### config.mk
export PLATFORM = sky130hd
export DESIGN_NAME = touch_sample_filter_top
export DESIGN_NICKNAME = d
export VERILOG_FILES = /design/src/hw/rtl/tsf_pkg.sv /design/src/hw/rtl/touch_sample_filter_top.sv /design/src/hw/rtl/tsf_lane.sv /design/src/hw/rtl/tsf_merge.sv
export SDC_FILE = /design/constraint.sdc
export NUM_CORES = 2
export LEC_CHECK = 0
export BUFFER_PORTS_ARGS = -buffer_cell sky130_fd_sc_hd__buf_2
export CORE_MARGIN = 1.5
export CORE_UTILIZATION = 29
export DETAILED_ROUTE_END_ITERATION = 10
export MAX_ROUTING_LAYER = met4
export PLACE_DENSITY = 0.54
export SLEW_MARGIN = 20
export SYNTH_ARGS = -nofsm -noshare
export SYNTH_HDL_FRONTEND = slang
export SYNTH_SLANG_ARGS = --single-unit
### constraint.sdc
create_clock -name clk -period 10.4 [get_ports clk]
set_input_delay 0 -clock clk [delete_from_list [all_inputs] [get_ports clk]]
set_output_delay 0 -clock clk [all_outputs]
set_load 0.005 [all_outputs]
### src/hw/rtl/tsf_pkg.sv
// Shared constants, register codes, state and control types of the touch sample filter.
package tsf_pkg;

  localparam int SAMPLE_BITS_DEF = 12;
  localparam int WIN_LEN         = 5;
  localparam int CFG_W           = 7;
  localparam int THR_W           = 6;
  localparam int APB_DW          = 32;
  localparam int APB_AW          = 4;

  localparam logic [CFG_W-1:0] WEIGHT_RST  = 7'd1;
  localparam logic [CFG_W-1:0] DIVISOR_RST = 7'd2;
  localparam logic [THR_W-1:0] THRESH_RST  = 6'd5;

  typedef enum logic [1:0] {
    REG_WEIGHT    = 2'd0,
    REG_DIVISOR   = 2'd1,
    REG_THRESHOLD = 2'd2
  } reg_idx_t;

  typedef enum logic [2:0] {
    ST_IDLE,
    ST_MED,
    ST_MUL,
    ST_SUM,
    ST_DIV,
    ST_FIN,
    ST_OUT
  } state_t;

  typedef struct packed {
    logic push;
    logic median;
    logic mult;
    logic sum;
    logic step;
    logic finish;
    logic emit;
  } ctrl_t;

endpackage

### src/hw/rtl/touch_sample_filter_top.sv
// Top level of the touch sample filter: configuration registers, sequencer and lanes.
//
// Each request carries a press flag and one X and one Y reading. The X and Y lanes run side by
// side: the reading enters a five-sample window, the median is taken, and a rounding first-order
// smoother is applied unless the debouncer was not yet settled, in which case the median is
// passed straight through. The next request is accepted only once the current one has been
// filtered and moved to the output register; the smoother's divider resolves one quotient
// bit per cycle in each lane. A finished result waits in the output register while the next
// request is taken. There is no clearing pass after reset. Registers: smooth_weight at 0x0,
// smooth_divisor at 0x4, press_threshold at 0x8; a divisor of zero acts as one, and a weight
// above the divisor is clamped to it.
module touch_sample_filter_top #(
  parameter int SAMPLE_BITS = tsf_pkg::SAMPLE_BITS_DEF,
  localparam int DATA_W = ((2 * SAMPLE_BITS + 8) / 8) * 8
) (
  input  logic                        clk,
  input  logic                        rst_n,
  // in_tdata fields from bit 0: pressed, raw_x, raw_y, zero padding
  input  logic                        in_tvalid,
  output logic                        in_tready,
  input  logic [DATA_W-1:0]           in_tdata,
  // out_tdata fields from bit 0: filt_x, filt_y, press_valid, zero padding
  output logic                        out_tvalid,
  input  logic                        out_tready,
  output logic [DATA_W-1:0]           out_tdata,
  input  logic                        cfg_psel,
  input  logic                        cfg_penable,
  input  logic                        cfg_pwrite,
  input  logic [tsf_pkg::APB_AW-1:0]  cfg_paddr,
  input  logic [tsf_pkg::APB_DW-1:0]  cfg_pwdata,
  output logic [tsf_pkg::APB_DW-1:0]  cfg_prdata,
  output logic                        cfg_pready
);

  localparam int SB = SAMPLE_BITS;
  localparam int STEP_W = $clog2(SB);
  localparam int CW = tsf_pkg::CFG_W;

  tsf_pkg::state_t           state_r;
  tsf_pkg::state_t           state_nxt;
  logic [STEP_W-1:0]         step_r;
  logic [STEP_W-1:0]         step_nxt;
  tsf_pkg::ctrl_t            ctrl;
  logic [CW-1:0]             weight_r;
  logic [CW-1:0]             divisor_r;
  logic [tsf_pkg::THR_W-1:0] thresh_r;
  logic [CW-1:0]             div_eff;
  logic [CW-1:0]             wgt_eff;
  logic                      cfg_wr;
  logic                      load;
  logic                      in_acc;
  logic [SB-1:0]             x_s;
  logic [SB-1:0]             y_s;

  assign cfg_pready = 1'b1;
  assign cfg_wr     = cfg_psel && cfg_penable && cfg_pwrite && cfg_pready;

  always_ff @(posedge clk) begin
    if (!rst_n) begin
      weight_r  <= tsf_pkg::WEIGHT_RST;
      divisor_r <= tsf_pkg::DIVISOR_RST;
      thresh_r  <= tsf_pkg::THRESH_RST;
    end else if (cfg_wr) begin
      case (cfg_paddr[3:2])
        tsf_pkg::REG_WEIGHT:    weight_r  <= cfg_pwdata[CW-1:0];
        tsf_pkg::REG_DIVISOR:   divisor_r <= cfg_pwdata[CW-1:0];
        tsf_pkg::REG_THRESHOLD: thresh_r  <= cfg_pwdata[tsf_pkg::THR_W-1:0];
        default: ;
      endcase
    end
  end

  always_comb begin
    case (cfg_paddr[3:2])
      tsf_pkg::REG_WEIGHT:    cfg_prdata = tsf_pkg::APB_DW'(weight_r);
      tsf_pkg::REG_DIVISOR:   cfg_prdata = tsf_pkg::APB_DW'(divisor_r);
      tsf_pkg::REG_THRESHOLD: cfg_prdata = tsf_pkg::APB_DW'(thresh_r);
      default:                cfg_prdata = '0;
    endcase
  end

  assign div_eff = (divisor_r == '0) ? CW'(1) : divisor_r;
  assign wgt_eff = (weight_r > div_eff) ? div_eff : weight_r;

  assign in_tready = rst_n && (state_r == tsf_pkg::ST_IDLE);
  assign in_acc    = in_tvalid && in_tready;

  always_ff @(posedge clk) begin
    if (!rst_n) begin
      state_r <= tsf_pkg::ST_IDLE;
      step_r  <= '0;
    end else begin
      state_r <= state_nxt;
      step_r  <= step_nxt;
    end
  end

  always_comb begin
    state_nxt = state_r;
    step_nxt  = step_r;
    ctrl      = '0;
    case (state_r)
      tsf_pkg::ST_IDLE: begin
        if (in_acc) begin
          ctrl.push = 1'b1;
          state_nxt = tsf_pkg::ST_MED;
        end
      end
      tsf_pkg::ST_MED: begin
        ctrl.median = 1'b1;
        state_nxt   = tsf_pkg::ST_MUL;
      end
      tsf_pkg::ST_MUL: begin
        ctrl.mult = 1'b1;
        state_nxt = tsf_pkg::ST_SUM;
      end
      tsf_pkg::ST_SUM: begin
        ctrl.sum  = 1'b1;
        step_nxt  = '0;
        state_nxt = tsf_pkg::ST_DIV;
      end
      tsf_pkg::ST_DIV: begin
        ctrl.step = 1'b1;
        step_nxt  = step_r + 1'b1;
        if (step_r == STEP_W'(SB - 1)) begin
          state_nxt = tsf_pkg::ST_FIN;
        end
      end
      tsf_pkg::ST_FIN: begin
        ctrl.finish = 1'b1;
        state_nxt   = tsf_pkg::ST_OUT;
      end
      tsf_pkg::ST_OUT: begin
        if (!out_tvalid || out_tready) begin
          ctrl.emit = 1'b1;
          state_nxt = tsf_pkg::ST_IDLE;
        end
      end
      default: begin
        state_nxt = tsf_pkg::ST_IDLE;
      end
    endcase
  end

  tsf_lane #(.SAMPLE_BITS(SB)) u_lane_x (
    .clk      (clk),
    .rst_n    (rst_n),
    .ctrl     (ctrl),
    .load     (load),
    .sample   (in_tdata[SB:1]),
    .weight   (wgt_eff),
    .divisor  (div_eff),
    .smoothed (x_s)
  );

  tsf_lane #(.SAMPLE_BITS(SB)) u_lane_y (
    .clk      (clk),
    .rst_n    (rst_n),
    .ctrl     (ctrl),
    .load     (load),
    .sample   (in_tdata[2*SB:SB+1]),
    .weight   (wgt_eff),
    .divisor  (div_eff),
    .smoothed (y_s)
  );

  tsf_merge #(.SAMPLE_BITS(SB)) u_merge (
    .clk        (clk),
    .rst_n      (rst_n),
    .ctrl       (ctrl),
    .pressed    (in_tdata[0]),
    .threshold  (thresh_r),
    .x          (x_s),
    .y          (y_s),
    .load       (load),
    .out_tvalid (out_tvalid),
    .out_tready (out_tready),
    .out_tdata  (out_tdata)
  );

endmodule

### src/hw/rtl/tsf_lane.sv
// One channel lane: sample window, median network, smoother and serial divider.
module tsf_lane #(
  parameter int SAMPLE_BITS = tsf_pkg::SAMPLE_BITS_DEF
) (
  input  logic                        clk,
  input  logic                        rst_n,
  input  tsf_pkg::ctrl_t              ctrl,
  input  logic                        load,
  input  logic [SAMPLE_BITS-1:0]      sample,
  input  logic [tsf_pkg::CFG_W-1:0]   weight,
  input  logic [tsf_pkg::CFG_W-1:0]   divisor,
  output logic [SAMPLE_BITS-1:0]      smoothed
);

  localparam int SB = SAMPLE_BITS;
  localparam int CW = tsf_pkg::CFG_W;
  localparam int PW = SB + CW;

  logic [SB-1:0] win_r [tsf_pkg::WIN_LEN];
  logic [SB-1:0] t     [tsf_pkg::WIN_LEN];
  logic [SB-1:0] med_r;
  logic [SB-1:0] smoothed_r;
  logic [PW-1:0] p1_r;
  logic [PW-1:0] p2_r;
  logic [PW-1:0] sum_c;
  logic [CW-1:0] rem_r;
  logic [SB-1:0] dvd_r;
  logic [CW:0]   trial;
  logic [CW:0]   diff;
  logic          ge;

  function automatic logic [2*SB-1:0] order_pair(input logic [SB-1:0] a,
                                                 input logic [SB-1:0] b);
    return (a > b) ? {a, b} : {b, a};
  endfunction

  // Fixed nine-step compare-swap network; the median ends up in the middle entry.
  always_comb begin
    for (int i = 0; i < tsf_pkg::WIN_LEN; i++) begin
      t[i] = win_r[i];
    end
    {t[1], t[0]} = order_pair(t[0], t[1]);
    {t[3], t[2]} = order_pair(t[2], t[3]);
    {t[2], t[0]} = order_pair(t[0], t[2]);
    {t[4], t[1]} = order_pair(t[1], t[4]);
    {t[1], t[0]} = order_pair(t[0], t[1]);
    {t[3], t[2]} = order_pair(t[2], t[3]);
    {t[2], t[1]} = order_pair(t[1], t[2]);
    {t[4], t[3]} = order_pair(t[3], t[4]);
    {t[3], t[2]} = order_pair(t[2], t[3]);
  end

  assign sum_c = p1_r + p2_r + PW'(divisor >> 1);
  assign trial = {rem_r, dvd_r[SB-1]};
  assign ge    = (trial >= {1'b0, divisor});
  assign diff  = trial - {1'b0, divisor};

  always_ff @(posedge clk) begin
    if (!rst_n) begin
      for (int i = 0; i < tsf_pkg::WIN_LEN; i++) begin
        win_r[i] <= '0;
      end
      smoothed_r <= '0;
    end else begin
      if (ctrl.push) begin
        for (int i = 0; i < tsf_pkg::WIN_LEN - 1; i++) begin
          win_r[i] <= win_r[i+1];
        end
        win_r[tsf_pkg::WIN_LEN-1] <= sample;
      end
      if (ctrl.finish) begin
        smoothed_r <= load ? med_r : dvd_r;
      end
    end
  end

  always_ff @(posedge clk) begin
    if (ctrl.median) begin
      med_r <= t[2];
    end
    if (ctrl.mult) begin
      p1_r <= PW'(weight) * PW'(smoothed_r);
      p2_r <= PW'(divisor - weight) * PW'(med_r);
    end
    // The sum stays below divisor times 2^SB, so its top bits already lie below the divisor.
    if (ctrl.sum) begin
      rem_r <= sum_c[PW-1:SB];
      dvd_r <= sum_c[SB-1:0];
    end else if (ctrl.step) begin
      rem_r <= ge ? diff[CW-1:0] : trial[CW-1:0];
      dvd_r <= {dvd_r[SB-2:0], ge};
    end
  end

  assign smoothed = smoothed_r;

endmodule

### src/hw/rtl/tsf_merge.sv
// Press debouncer and output register that joins both lanes into one result.
module tsf_merge #(
  parameter int SAMPLE_BITS = tsf_pkg::SAMPLE_BITS_DEF,
  localparam int DATA_W = ((2 * SAMPLE_BITS + 8) / 8) * 8
) (
  input  logic                        clk,
  input  logic                        rst_n,
  input  tsf_pkg::ctrl_t              ctrl,
  input  logic                        pressed,
  input  logic [tsf_pkg::THR_W-1:0]   threshold,
  input  logic [SAMPLE_BITS-1:0]      x,
  input  logic [SAMPLE_BITS-1:0]      y,
  output logic                        load,
  output logic                        out_tvalid,
  input  logic                        out_tready,
  output logic [DATA_W-1:0]           out_tdata
);

  logic [tsf_pkg::THR_W-1:0] count_r;
  logic [tsf_pkg::THR_W-1:0] count_nxt;
  logic                      valid_r;
  logic                      load_r;
  logic                      out_valid_r;
  logic [DATA_W-1:0]         out_data_r;

  always_comb begin
    count_nxt = count_r;
    if (!pressed) begin
      count_nxt = '0;
    end else if (count_r < threshold) begin
      count_nxt = count_r + 1'b1;
    end
  end

  always_ff @(posedge clk) begin
    if (!rst_n) begin
      count_r     <= '0;
      valid_r     <= 1'b0;
      load_r      <= 1'b0;
      out_valid_r <= 1'b0;
    end else begin
      if (ctrl.push) begin
        load_r  <= (count_r < threshold);
        count_r <= count_nxt;
        valid_r <= pressed && (count_nxt >= threshold);
      end
      if (ctrl.emit) begin
        out_valid_r <= 1'b1;
      end else if (out_tready) begin
        out_valid_r <= 1'b0;
      end
    end
  end

  always_ff @(posedge clk) begin
    if (ctrl.emit) begin
      out_data_r <= DATA_W'({valid_r, y, x});
    end
  end

  assign load       = load_r;
  assign out_tvalid = out_valid_r;
  assign out_tdata  = out_data_r;

endmodule

==> impl_results.md <==
* Clock tree root buffer cell: sky130_fd_sc_hd__clkbuf_16
* Grt met3 use at 0.01583
* Worst setup timing slack at the placement stage at -0.05998 ns
* Post-route DRC violation count at 0
* CORE AREA at 131500 µm²
* 1st-pass router iterations at 6
* Startpoint kind of the worst setup timing path: register
* NumNets Final at 5437
* Maximum achievable frequency at 101.0 MHz
* Largest fanout on the critical path at 15
* Number of sinks on the clock net at between 300 and 400
* Met2 track demand over resource in global routing at 0.2668
* Growth of design area from synthesis to finish at 20.15%
* Routability congestion estimate at 0.9297
* Number of synthesis warnings at 0
* Period utilization at 0.9517
* Number of violations reported at the end of detailed-routing iteration 0 at between 2000 and 2500
* Min setup slack post-route at 0.5020 ns
* Number of flip-flops and latches in the synthesized netlist at 343
* Required time at the worst-slack endpoint at 10.74 ns
* Hold Path Class: in2reg
* Aggregate global routing overflow at 0
* Most frequent standard cell in the layout excluding fill and tap cells: sky130_fd_sc_hd__inv_1
* Routed Wire Length at 112400 µm
* Most used cells in the layout excluding fill and tap cells: sky130_fd_sc_hd__inv_1 (525), sky130_fd_sc_hd__nand2_1 (454), sky130_fd_sc_hd__ha_1 (452), sky130_fd_sc_hd__buf_4 (429), sky130_fd_sc_hd__fa_1 (301)
* I/O pin count at 142
* Grt met1 use at 0.2343
* CP Class: reg2reg
* Count of final hold-check violations at 0
* Die Width at between 300 and 400 µm
* Final antenna diode count at 0
* GRT busiest layer: met2
* Async set-or-reset flop fraction in the synthesized netlist at 0
* Critical path arrival at 10.24 ns
* Share of post-route cells with drive strength above 1 at 0.1695
* Final core occ at 0.3511
* Total global-route track usage at 0.1698
* Y dimension of the die at 367.0 µm
* Result of the run: completed
* Vias post-DR at approximately 31000
* Number of synthesized flops with an enable pin at between 200 and 300
* Via-per-instance ratio at 4.899
* Routed length per placed instance at 17.57 µm
* Worst stage delay on the critical path at 0.45 ns
* Number of buffers on the longest clock path at 3
* Effective utilization at floorplan at 0.2922
* Dpl hpwl at between 80000 and 90000 µm
* CP Capture Type: register
* Final critical delay including setup and external delays at 9.898 ns
* Number of CTS-inserted buffers at 45
* Area of the mapped netlist at 38410 µm²
* Worst clock skew at 0.04142 ns
* Transition time at the pin with the least slew margin at 1.029 ns
* Crit path max-delay cell type: sky130_fd_sc_hd__edfxtp_1
* Number of nets still failing antenna checks after routing at 0
* Die footprint at 134700 µm²
* Sequential cell area fraction in the yosys report at 0.2525
* Post-Syn Instances at between 4000 and 5000
* Finish-stage setup viols at 0
* Largest net degree at the start of global routing at 71
* TritonCTS clock tree: yes
* Cell variety after synth at 89
* Main synth FF type: sky130_fd_sc_hd__edfxtp_1
* Max-capacitance violation count at 0
* Number of rows created at floorplan at 133
* Port Buffers at between 70 and 80
* Clock network latency to the later pin of the worst-skew pair at 0.63 ns
* Number of antenna violations at the first check in global routing at 1
* Number of global-route vias before repair at between 30000 and 40000
* Synthesized area per cell at 9.164 µm²
* Global-route wire length before repair at 177000 µm
* Final slew viol count at 0
* Relative max-transition margin at 0.3140
* Clock transition at the registers of the reported paths at approximately 0.060 ns
* CTS H-tree depth at 2
## cell type report
type	count	area, µm²
inverter	527	1978
clock buffer	52	1162
sequential	343	9699
timing repair buffer	557	4200
clock inverter	32	370.4
fill	13589	85310
multi-input combinational	3132	26550
tap	1755	2196
## synthesized netlist by cell type (17+ instances only)
library cell,instances,area share
sky130_fd_sc_hd__buf_4,37,0.0072
sky130_fd_sc_hd__nand2b_1,53,0.0086
sky130_fd_sc_hd__ha_1,455,0.15
sky130_fd_sc_hd__nand3_1,48,0.0063
sky130_fd_sc_hd__o21ai_0,170,0.022
sky130_fd_sc_hd__a21oi_1,222,0.029
sky130_fd_sc_hd__mux2i_1,132,0.034
sky130_fd_sc_hd__nor2_1,281,0.027
sky130_fd_sc_hd__inv_1,527,0.051
sky130_fd_sc_hd__fa_1,301,0.16
sky130_fd_sc_hd__a22oi_1,17,0.0033
sky130_fd_sc_hd__xnor2_1,88,0.020
sky130_fd_sc_hd__nor3_1,50,0.0065
sky130_fd_sc_hd__o21a_1,32,0.0063
sky130_fd_sc_hd__and3_1,77,0.013
sky130_fd_sc_hd__a211oi_1,45,0.0088
sky130_fd_sc_hd__edfxtp_1,283,0.22
sky130_fd_sc_hd__a21boi_0,22,0.0043
sky130_fd_sc_hd__nand2_1,458,0.045
sky130_fd_sc_hd__buf_1,34,0.0033
sky130_fd_sc_hd__nand4_1,49,0.0080
sky130_fd_sc_hd__and2_1,90,0.015
sky130_fd_sc_hd__o211a_1,26,0.0068
sky130_fd_sc_hd__mux2_2,25,0.0073
sky130_fd_sc_hd__xor2_1,26,0.0059
sky130_fd_sc_hd__nor2b_1,95,0.015
sky130_fd_sc_hd__a21o_1,83,0.016
sky130_fd_sc_hd__clkbuf_1,138,0.013
sky130_fd_sc_hd__o211ai_1,31,0.0061
sky130_fd_sc_hd__dfxtp_1,60,0.031
## worst max-delay path: cells and delay by family (launching register included)
kind | cells | cell delay, ns
buf+inv | 7 | 1.22
mux | 3 | 0.66
flops | 1 | 0.45
fa+ha+maj | 5 | 1.56
compound gates | 16 | 3.12
simple gates | 15 | 2.62
## metrics by stage
step	TNS, ns	cell area [µm²]	cells	hold slack [ns]
after floorplan	0	38530	4223	0.1251
after global placement	0	43410	6250	0.3018
after detailed placement	-0.2953	43410	6250	0.3069
after CTS	0	45300	6368	0.01813
after global routing	-0.3642	46150	6398	0.05636
final	0	46150	6398	0.04751
## flip-flops by register name (all words and copies together), names as in the netlist
signal              cells
u_lane_y.rem_r          7
u_merge.load            1
u_lane_y.p1_r          19
u_lane_x.smoothed      12
u_merge.count_r         6
step_r                  4
divisor_r               7
u_merge.out_tdata      25
u_lane_y.p2_r          19
u_lane_y.dvd_r         12
thresh_r                6
u_lane_x.med_r         12
state_r                 3
u_lane_x.dvd_r         12
u_lane_x.rem_r          7
u_lane_y.med_r         12
u_merge.out_tvalid      1
u_lane_y.win_r         60
u_lane_x.win_r         60
u_lane_x.p1_r          19
weight_r                7
u_lane_x.p2_r          19
u_lane_y.smoothed      12
u_merge.valid_r         1
## worst paths after layout
| path | from | endpoint | slack [ns] | cells after the start |
|---|---|---|---|---|
| setup / recovery | u_lane_y.win_r[0][34] | u_lane_y.med_r[7] | 0.50 | 46 |
| hold reg to reg | u_merge.valid_r | u_merge.out_tdata[24] | 0.43 | 0 |
| setup reg to reg | u_lane_y.win_r[0][34] | u_lane_y.med_r[7] | 0.50 | 46 |
| hold / removal | cfg_penable | thresh_r[2] | 0.05 | 5 |
## routing by layer
| layer | part of all wire | wire [µm] | vias up |
|---|---|---|---|
| met5 | 0 | 0 | - |
| met4 | 0.026 | 2945 | 0 |
| met3 | 0.045 | 5102 | 154 |
| met2 | 0.45 | 50820 | 788 |
| met1 | 0.48 | 53530 | 15224 |
| li1 | - | - | 15175 |
## cells by family after synthesis
family	Yosys count	synth area share
buffers and inverters	748	0.07758
AO/OA/AOI/OAI	812	0.1397
XOR/XNOR	116	0.02684
adder cells (fa/ha/maj)	758	0.3056
flip-flops	343	0.2525
AND/OR/NAND/NOR	1253	0.1545
other	2	0.0001955
multiplexers	160	0.04306
## repair_timing
action                     4_1_cts  5_1_grt
hold buffers                    34        0
hold endpoints to repair        52        0
gates cloned                     0        2
setup endpoints to repair       10       24
resized for setup                3      174
setup buffers                    0       28
pin swaps                        0       43
Power is left out: the tool's default activity adds up to more than one toggle a clock period on the data nets, which glitch-free logic cannot reach.
